`config.mk`:
```
export PLATFORM = sky130hd
export DESIGN_NAME = ultrasonic_echo_ranger
export DESIGN_NICKNAME = d
export VERILOG_FILES = /design/src/rtl/uer_pkg.sv /design/src/rtl/uer_cfg.sv /design/src/rtl/uer_core.sv /design/src/rtl/ultrasonic_echo_ranger.sv
export SDC_FILE = /design/constraint.sdc
export NUM_CORES = 1
export LEC_CHECK = 0
export BUFFER_PORTS_ARGS = -buffer_cell sky130_fd_sc_hd__buf_2
export CAP_MARGIN = 0
export CORE_MARGIN = 10
export CORE_UTILIZATION = 43
export CTS_CLUSTER_DIAMETER = 30
export CTS_CLUSTER_SIZE = 20
export DETAILED_ROUTE_END_ITERATION = 10
export HOLD_SLACK_MARGIN = 0.02
export PLACE_DENSITY_LB_ADDON = 0.15
export SLEW_MARGIN = 20
export SYNTH_ARGS = -nofsm -noshare
export SYNTH_HDL_FRONTEND = slang
export SYNTH_HIERARCHICAL = 1
export SYNTH_SLANG_ARGS = --single-unit
```
`constraint.sdc`:
```
create_clock -name i_clk -period 8.3 [get_ports i_clk]
set_clock_uncertainty 0.15 [all_clocks]
set_input_delay 1.66 -clock i_clk [delete_from_list [all_inputs] [get_ports i_clk]]
set_output_delay 1.66 -clock i_clk [all_outputs]
set_load 0.005 [all_outputs]
```
`src/rtl/uer_pkg.sv`:
```
package uer_pkg;

    localparam int CAPTURE_BITS_DEF = 16;

    localparam int CAP_W   = 16;
    localparam int MS_W    = 16;
    localparam int RANGE_W = 10;
    localparam int DIST_W  = 14;
    localparam int PULSE_W = 16;

    localparam int DIST_MUL   = 557;
    localparam int DIST_SHIFT = 11;

    localparam int CFG_IDX_W  = 8;
    localparam int CFG_DATA_W = 16;

    localparam logic [CFG_IDX_W-1:0] REG_INTERVAL  = 8'd0;
    localparam logic [CFG_IDX_W-1:0] REG_TIMEOUT   = 8'd1;
    localparam logic [CFG_IDX_W-1:0] REG_MIN_RANGE = 8'd2;
    localparam logic [CFG_IDX_W-1:0] REG_MAX_RANGE = 8'd3;

    localparam logic [MS_W-1:0]    INTERVAL_RST  = 16'd100;
    localparam logic [MS_W-1:0]    TIMEOUT_RST   = 16'd50;
    localparam logic [RANGE_W-1:0] MIN_RANGE_RST = 10'd2;
    localparam logic [RANGE_W-1:0] MAX_RANGE_RST = 10'd400;

    localparam logic [MS_W-1:0] MS_SAT = 16'hFFFF;

    // output tdata layout
    localparam int O_TRIG     = 0;
    localparam int O_RISE     = 1;
    localparam int O_PULSE_LO = 2;
    localparam int O_DIST_LO  = O_PULSE_LO + PULSE_W;
    localparam int O_DONE     = O_DIST_LO + DIST_W;
    localparam int O_TOUT     = O_DONE + 1;
    localparam int O_USED_W   = O_TOUT + 1;
    localparam int O_TDATA_W  = ((O_USED_W + 7) / 8) * 8;

    typedef struct packed {
        logic [MS_W-1:0]    interval_ms;
        logic [MS_W-1:0]    timeout_ms;
        logic [RANGE_W-1:0] min_range_cm;
        logic [RANGE_W-1:0] max_range_cm;
    } t_cfg;

    typedef struct packed {
        logic               trigger_pulse;
        logic               edge_rising;
        logic [PULSE_W-1:0] pulse_ticks;
        logic [DIST_W-1:0]  distance_sixteenths;
        logic               meas_complete;
        logic               timed_out;
    } t_result;

endpackage

```
`src/rtl/uer_cfg.sv`:
```
module uer_cfg (
    input  logic                           i_clk,
    input  logic                           i_rst_n,
    input  logic                           i_wr,
    input  logic [uer_pkg::CFG_IDX_W-1:0]  i_index,
    input  logic [uer_pkg::CFG_DATA_W-1:0] i_data,
    output uer_pkg::t_cfg                  o_cfg
);
    import uer_pkg::*;

    t_cfg r_cfg;
    t_cfg n_cfg;

    always_comb begin
        n_cfg = r_cfg;
        if (i_wr) begin
            case (i_index)
                REG_INTERVAL:  n_cfg.interval_ms  = i_data[MS_W-1:0];
                REG_TIMEOUT:   n_cfg.timeout_ms   = i_data[MS_W-1:0];
                REG_MIN_RANGE: n_cfg.min_range_cm = i_data[RANGE_W-1:0];
                REG_MAX_RANGE: n_cfg.max_range_cm = i_data[RANGE_W-1:0];
                default:       n_cfg = r_cfg;
            endcase
        end
    end

    always_ff @(posedge i_clk) begin
        if (!i_rst_n) begin
            r_cfg.interval_ms  <= INTERVAL_RST;
            r_cfg.timeout_ms   <= TIMEOUT_RST;
            r_cfg.min_range_cm <= MIN_RANGE_RST;
            r_cfg.max_range_cm <= MAX_RANGE_RST;
        end else begin
            r_cfg <= n_cfg;
        end
    end

    assign o_cfg = r_cfg;

endmodule

```
`src/rtl/uer_core.sv`:
```
module uer_core #(
    parameter int CAPTURE_BITS = uer_pkg::CAPTURE_BITS_DEF
) (
    input  logic                      i_clk,
    input  logic                      i_rst_n,
    input  logic                      i_en,
    input  logic                      i_kind,
    input  logic [uer_pkg::CAP_W-1:0] i_cap,
    input  uer_pkg::t_cfg             i_cfg,
    output uer_pkg::t_result          o_res
);
    import uer_pkg::*;

    localparam int CW = CAPTURE_BITS;
    localparam int PW = CW + 10;

    logic               r_awaiting_falling;
    logic [CW-1:0]      r_start;
    logic [PULSE_W-1:0] r_pulse;
    logic [DIST_W-1:0]  r_dist;
    logic               r_done;
    logic               r_tout;
    logic [MS_W-1:0]    r_ms;

    logic               n_awaiting_falling;
    logic [CW-1:0]      n_start;
    logic [PULSE_W-1:0] n_pulse;
    logic [DIST_W-1:0]  n_dist;
    logic               n_done;
    logic               n_tout;
    logic [MS_W-1:0]    n_ms;

    logic [31:0]        w_cap32;
    logic [CW-1:0]      w_cap;
    logic [CW-1:0]      w_width;
    logic [31:0]        w_width32;
    logic [PW-1:0]      w_prod;
    logic [PW-1:0]      w_dist;
    logic [PW-1:0]      w_min;
    logic [PW-1:0]      w_max;
    logic [DIST_W-1:0]  w_dist_ok;
    logic [MS_W-1:0]    w_ms_inc;
    logic               w_trig;
    logic               w_rising;

    assign w_cap32   = {16'd0, i_cap};
    assign w_cap     = w_cap32[CW-1:0];
    assign w_width   = w_cap - r_start;
    assign w_width32 = 32'(w_width);
    assign w_prod    = PW'(w_width) * PW'(DIST_MUL);
    assign w_dist    = w_prod >> DIST_SHIFT;
    assign w_min     = PW'({i_cfg.min_range_cm, 4'b0000});
    assign w_max     = PW'({i_cfg.max_range_cm, 4'b0000});
    assign w_dist_ok = ((w_dist < w_min) || (w_dist > w_max)) ? '0 : w_dist[DIST_W-1:0];
    assign w_ms_inc  = (r_ms != MS_SAT) ? r_ms + 16'd1 : r_ms;

    always_comb begin
        n_awaiting_falling = r_awaiting_falling;
        n_start            = r_start;
        n_pulse            = r_pulse;
        n_dist             = r_dist;
        n_done             = r_done;
        n_tout             = r_tout;
        n_ms               = r_ms;
        w_trig             = 1'b0;
        w_rising           = 1'b0;
        if (!i_kind) begin
            n_ms = w_ms_inc;
            if (w_ms_inc >= i_cfg.interval_ms) begin
                w_trig  = 1'b1;
                n_done  = 1'b0;
                n_tout  = 1'b0;
                n_start = '0;
                n_ms    = '0;
            end else if (!r_done && (w_ms_inc > i_cfg.timeout_ms)) begin
                n_tout = 1'b1;
                n_done = 1'b1;
                n_dist = '0;
            end
        end else if (!r_awaiting_falling) begin
            n_start            = w_cap;
            n_awaiting_falling = 1'b1;
            w_rising           = 1'b1;
        end else begin
            n_awaiting_falling = 1'b0;
            n_pulse            = w_width32[PULSE_W-1:0];
            n_dist             = w_dist_ok;
            n_done             = 1'b1;
            n_tout             = 1'b0;
        end
    end

    always_ff @(posedge i_clk) begin
        if (!i_rst_n) begin
            r_awaiting_falling <= 1'b0;
            r_start            <= '0;
            r_pulse            <= '0;
            r_dist             <= '0;
            r_done             <= 1'b0;
            r_tout             <= 1'b0;
            r_ms               <= '0;
        end else if (i_en) begin
            r_awaiting_falling <= n_awaiting_falling;
            r_start            <= n_start;
            r_pulse            <= n_pulse;
            r_dist             <= n_dist;
            r_done             <= n_done;
            r_tout             <= n_tout;
            r_ms               <= n_ms;
        end
    end

    always_comb begin
        o_res.trigger_pulse       = w_trig;
        o_res.edge_rising         = w_rising;
        o_res.pulse_ticks         = n_pulse;
        o_res.distance_sixteenths = n_dist;
        o_res.meas_complete       = n_done;
        o_res.timed_out           = n_tout;
    end

endmodule

```
`src/rtl/ultrasonic_echo_ranger.sv`:
```
// A request accepted on s_axis reaches m_axis through the input register, then
// the result register. Throughput: one request per cycle unless m_axis stalls;
// each request updates the ranging state in a single pass through the 557x width
// multiply and the range compares.
// Reset: i_rst_n is synchronous, active low; it restores register defaults and
// clears the ranging state and both pipeline stages.
module ultrasonic_echo_ranger #(
    parameter int CAPTURE_BITS = uer_pkg::CAPTURE_BITS_DEF
) (
    input  logic                           i_clk,
    input  logic                           i_rst_n,
    input  logic                           s_axis_tvalid,
    output logic                           s_axis_tready,
    input  logic [uer_pkg::CAP_W-1:0]      s_axis_tdata,  // capture_value
    input  logic                           s_axis_tuser,  // kind
    output logic                           m_axis_tvalid,
    input  logic                           m_axis_tready,
    // trigger_pulse, edge_rising, pulse_ticks[15:0], distance_sixteenths[13:0],
    // meas_complete, timed_out, zero pad
    output logic [uer_pkg::O_TDATA_W-1:0]  m_axis_tdata,
    input  logic                           i_cfg_valid,
    output logic                           o_cfg_ready,
    input  logic [uer_pkg::CFG_IDX_W-1:0]  i_cfg_index,
    input  logic [uer_pkg::CFG_DATA_W-1:0] i_cfg_data
);
    import uer_pkg::*;

    logic               r_in_valid;
    logic               r_in_kind;
    logic [CAP_W-1:0]   r_in_cap;
    logic               r_out_valid;
    logic [O_TDATA_W-1:0] r_out_data;

    logic    w_in_take;
    logic    w_adv;
    t_cfg    w_cfg;
    t_result w_res;

    assign o_cfg_ready   = 1'b1;
    assign w_adv         = r_in_valid && (!r_out_valid || m_axis_tready);
    assign s_axis_tready = !r_in_valid || w_adv;
    assign w_in_take     = s_axis_tvalid && s_axis_tready;

    uer_cfg u_cfg (
        .i_clk   (i_clk),
        .i_rst_n (i_rst_n),
        .i_wr    (i_cfg_valid && o_cfg_ready),
        .i_index (i_cfg_index),
        .i_data  (i_cfg_data),
        .o_cfg   (w_cfg)
    );

    uer_core #(
        .CAPTURE_BITS (CAPTURE_BITS)
    ) u_core (
        .i_clk   (i_clk),
        .i_rst_n (i_rst_n),
        .i_en    (w_adv),
        .i_kind  (r_in_kind),
        .i_cap   (r_in_cap),
        .i_cfg   (w_cfg),
        .o_res   (w_res)
    );

    always_ff @(posedge i_clk) begin
        if (!i_rst_n) begin
            r_in_valid  <= 1'b0;
            r_out_valid <= 1'b0;
        end else begin
            if (w_in_take) begin
                r_in_valid <= 1'b1;
            end else if (w_adv) begin
                r_in_valid <= 1'b0;
            end
            if (w_adv) begin
                r_out_valid <= 1'b1;
            end else if (m_axis_tready) begin
                r_out_valid <= 1'b0;
            end
        end
    end

    always_ff @(posedge i_clk) begin
        if (w_in_take) begin
            r_in_kind <= s_axis_tuser;
            r_in_cap  <= s_axis_tdata;
        end
        if (w_adv) begin
            r_out_data <= O_TDATA_W'({w_res.timed_out, w_res.meas_complete,
                                      w_res.distance_sixteenths, w_res.pulse_ticks,
                                      w_res.edge_rising, w_res.trigger_pulse});
        end
    end

    assign m_axis_tvalid = r_out_valid;
    assign m_axis_tdata  = r_out_data;

endmodule

```
==> results by stage <==
Detailed routing:
- For this block, the via count after detailed routing is 8455.
- The aggregate routed wire length is 26.73 mm.
- After detailed routing, the number of vias per cell comes to 5.118.
- The count of unresolved DRC violations after routing is 0.
- The detail route stage leaves a number of antenna-violating nets equal to 0.
- In this run, the number of DRC markers left after iteration 0 of detailed routing was between 400 and 500.
- For this run, the detailed router's first-pass iteration total came to 5.
- In the final routed layout, each cell accounts on average for 16.18 microns.

Worst setup path:
- Data arrives at the worst endpoint at 8.34 ns.
- The cell type group with the largest total delay on the critical path is adder cells.
- The buffering stage count on the worst path with inverters included is 7.
- The path type of the worst setup path is reg2reg.
- The worst setup path is launched from a flop.
- The worst setup path is captured at a flop.
- Along the worst path, the maximum fanout reaches 7.
- For the worst setup path, the data required time is 8.52 ns.
- The largest individual stage delay along the critical path comes from the cell sky130_fd_sc_hd__fa_1.
- The highest cell delay on the worst timing path is 0.51 ns.

Clocking:
- The count of clock tree sinks is 170.
- The number of buffers inserted during clock tree synthesis is 17.
- The clock transition at the registers of the reported paths is approximately 0.080 ns.
- TritonCTS built the clock tree.
- Counting along the longest clock path gives a buffer depth of 2.
- Clock tree synthesis selected as its root buffer the cell sky130_fd_sc_hd__clkbuf_16.
- The clock latency on the worst-skew pair is 0.44 ns.
- The H-tree was split into 4 levels.

Yosys:
- Counting flops with an async set or reset pin after synthesis yields a share of 0%.
- The count of unique library cells instantiated by Yosys is 73.
- The number of synthesized flops with an enable pin is ~50.
- The primary flip-flop cell chosen by synthesis mapping is sky130_fd_sc_hd__dfxtp_1.
- The synthesized flop and latch total is 170.
- Of the total synthesized cell area, the portion taken by AND, OR, NAND and NOR gates is 13.79%.
- Synthesis handed over a netlist of 1177 instances.
- Sequential elements use 34.51% of the synthesized area.
- Of all cell types, the one taking the most synthesized area is sky130_fd_sc_hd__dfxtp_1.
- The mapped netlist covers about 0.011 sq mm.
- Sorting the synthesized cells by area gives the leading types as sky130_fd_sc_hd__dfxtp_1, sky130_fd_sc_hd__ha_1, sky130_fd_sc_hd__edfxtp_1.
- The synthesized design devotes to its leading area cell type 21.01% of total area.
- The dominant combinational cell family by area after synthesis is adder cells.
- The synthesized netlist devotes roughly 3.5% of its cell area to XOR and XNOR gates.
- The synthesized area per cell is 9.635 sq um.
- Summing the areas of all fa, ha and maj instances in the mapped netlist gives 22.33% of the synthesized area.
- The synthesized netlist devotes 12.95% of its cell area to compound gates.
- The Yosys warning count is 6.
- The multiplexer area fraction after synthesis is 5.494%.

Final layout:
- At the end of the flow, the number of nets in the layout was 1532.
- The signed area change from the synthesized netlist to the final layout is 19.08%.
- The final cell count without fillers is 1652.
- The area of all placed cells without fillers is around 0.014 sq mm.
- The number of diodes added for antenna fixing is 0.
- The count of filler cells inserted in the layout is 2423.
- The fraction of layout instances using a drive strength above 1 is 21.64%.

Global routing:
- The initial antenna violation count was 0.
- The global-route total usage across every layer is 15.81%.
- Entering global routing, the biggest net connects 84 pins.
- The first global-routing pass estimated 43.36 mm of wire.
- The total overflow left after global routing is 0.
- The number of global-route vias before repair is 8392.

Die:
- The number of cell rows is 59.
- The initial utilization of the core area, before any placement, comes to 43.64%.
- The die is approximately 180 microns tall.
- 89 I/O pins were placed.
- The area of the placeable core is 0.02598 sq mm.
- The die width is 182.4 microns.
- The floorplan step defined a die boundary enclosing about 0.033 sq mm.

Timing:
- Setup repair after global routing could not meet its margin everywhere.
- The max-slew violation count came to 0.
- The worst-case hold slack is 0.3079 ns.
- Measured against its own limit, the worst slew margin works out to 27.79%.
- The part of the cycle the worst path needs is 97.81%.
- The maximum operating frequency is approximately 120 MHz.
- The number of hold violations in the final report is 0.
- The least setup slack across all paths after layout is 0.1822 ns.
- Setup violations remaining at the end of the flow were counted as 0.
- For the finished layout, the period the worst path requires is just over 8 ns.
- At the pin with the least slew margin, the transition time is 1.083 ns.

Placement:
- The weighted congestion at the end of routability-driven global placement is roughly 0.87.
- The half-perimeter wire length of the detailed placement result is 19.55 mm.
- The instance area after placement is roughly 0.012 sq mm.
- Before CTS, the worst setup slack after placement is -0.1794 ns.
- The count of buffers from port buffering is 81.
- The number of placed instances with taps included is 1590.

Status:
- The flow ran to the end, and the final reports show no timing, DRC or antenna violations.

Job:
- The max capacitance violation total is 0.

Worst hold path:
- The worst min-delay path class is reg2reg.
[worst min-delay path, cell delays in order (launching register included)]
cell and delay (ns):
sky130_fd_sc_hd__dfxtp_1 0.31, sky130_fd_sc_hd__nand2_1 0.05, sky130_fd_sc_hd__mux2i_1 0.05
[Yosys cell counts (3+ instances only)]
cell type	n
sky130_fd_sc_hd__xnor2_1	31
sky130_fd_sc_hd__a21o_1	14
sky130_fd_sc_hd__buf_2	5
sky130_fd_sc_hd__a2111oi_0	3
sky130_fd_sc_hd__o21a_1	8
sky130_fd_sc_hd__nand2b_1	4
sky130_fd_sc_hd__buf_4	11
sky130_fd_sc_hd__o21ai_0	19
sky130_fd_sc_hd__ha_1	148
sky130_fd_sc_hd__inv_2	3
sky130_fd_sc_hd__and3_1	8
sky130_fd_sc_hd__nor3_2	4
sky130_fd_sc_hd__nand3_2	3
sky130_fd_sc_hd__buf_6	4
sky130_fd_sc_hd__nor3_4	3
sky130_fd_sc_hd__o21bai_1	3
sky130_fd_sc_hd__a31oi_4	4
sky130_fd_sc_hd__edfxtp_1	51
sky130_fd_sc_hd__a22oi_1	3
sky130_fd_sc_hd__dfxtp_1	119
sky130_fd_sc_hd__nand3_1	12
sky130_fd_sc_hd__nor2_1	97
sky130_fd_sc_hd__and2_1	8
sky130_fd_sc_hd__a21boi_1	4
sky130_fd_sc_hd__inv_1	142
sky130_fd_sc_hd__a31oi_1	3
sky130_fd_sc_hd__mux2i_1	60
sky130_fd_sc_hd__nand3b_1	4
sky130_fd_sc_hd__a32oi_1	17
sky130_fd_sc_hd__a21oi_1	49
sky130_fd_sc_hd__nand4_1	14
sky130_fd_sc_hd__o211ai_1	6
sky130_fd_sc_hd__o21ai_1	19
sky130_fd_sc_hd__clkbuf_1	24
sky130_fd_sc_hd__nor3_1	12
sky130_fd_sc_hd__nor2b_1	25
sky130_fd_sc_hd__xor2_1	13
sky130_fd_sc_hd__fa_1	34
sky130_fd_sc_hd__a22o_1	28
sky130_fd_sc_hd__nand2_1	116
[routing by layer]
metal	share of wire, %	GRT usage [%]	vias up
met5	0	0	-
met2	45	24.99	117
met4	1.9	5.174	0
met1	50	21.54	4007
met3	3.2	2.532	36
li1	-	-	4295
[layout by cell type (no fill, tap or decap), types with 17 or more instances in the layout]
| master | instances |
|---|---|
| sky130_fd_sc_hd__a22o_1 | 28 |
| sky130_fd_sc_hd__dfxtp_1 | 118 |
| sky130_fd_sc_hd__nor2_1 | 89 |
| sky130_fd_sc_hd__xnor2_1 | 20 |
| sky130_fd_sc_hd__fa_1 | 33 |
| sky130_fd_sc_hd__buf_4 | 61 |
| sky130_fd_sc_hd__o21ai_1 | 17 |
| sky130_fd_sc_hd__nand2_1 | 114 |
| sky130_fd_sc_hd__inv_1 | 132 |
| sky130_fd_sc_hd__nor2b_1 | 23 |
| sky130_fd_sc_hd__edfxtp_1 | 51 |
| sky130_fd_sc_hd__clkbuf_16 | 18 |
| sky130_fd_sc_hd__buf_2 | 81 |
| sky130_fd_sc_hd__a21oi_1 | 37 |
| sky130_fd_sc_hd__mux2i_1 | 60 |
| sky130_fd_sc_hd__ha_1 | 138 |
[logic make-up after synthesis]
logic type                 Yosys count
xor gates and xnor gates            45
and+or+nand+nor                    322
AOI/OAI and AO/OA                  201
DFF                                170
other                                2
muxes                               62
buffers and inverters              193
adders and majority gates          182
[sequential cells by signal, indices dropped and copies added, names as in the netlist]
| signal | count |
|---|---|
| u_cfg/o_cfg | 52 |
| u_core/r_pulse | 16 |
| u_core/r_ms | 16 |
| m_axis_tdata | 34 |
| u_core/r_dist | 14 |
| m_axis_tvalid | 1 |
| u_core/r_start | 16 |
| r_in_valid | 1 |
| u_core/r_awaiting_falling | 1 |
| u_core/r_tout | 1 |
| r_in_cap | 16 |
| r_in_kind | 1 |
| u_core/r_done | 1 |
[final cells by class]
| cell class | count | area, sq um | share of cell area (%) |
|---|---|---|---|
| multi-input cells | 819 | 7049 | 52.20 |
| flip-flops and latches | 170 | 3915 | 28.99 |
| repair buffers | 151 | 996.0 | 7.375 |
| inverters | 145 | 544.3 | 4.030 |
| clock buffers | 17 | 425.4 | 3.150 |
| well taps | 335 | 419.2 | 3.104 |
| clock inverters | 15 | 155.1 | 1.149 |
[final timing paths]
check	start	end	slack [ns]	depth (start not counted)
min reg2reg	u_cfg/o_cfg[48]	u_cfg/o_cfg[48]	0.31	2
min	u_cfg/o_cfg[48]	u_cfg/o_cfg[48]	0.31	2
max	r_in_cap[1]	u_core/r_dist[11]	0.18	39
max reg2reg	r_in_cap[1]	u_core/r_dist[11]	0.18	39
[per-stage QoR]
step           setup TNS (ns)  utilization, %
2_1_floorplan               0               -
3_3_place_gp           -1.048           47.10
3_5_place_dp           -2.173           47.12
4_1_cts                     0           49.61
5_1_grt                -3.827           51.97
6_report                    0           51.97
[timing repair]
item                                    4_1_cts  5_1_grt
cloned                                        0        1
pin swaps                                     7       87
gates resized for setup                       4       87
endpoints found under the setup margin       17       28
buffers inserted                              4       27
hold buffers                                  0        0
Power is left out: the tool's default activity adds up to more than one toggle a clock period on the data nets, which glitch-free logic cannot reach.
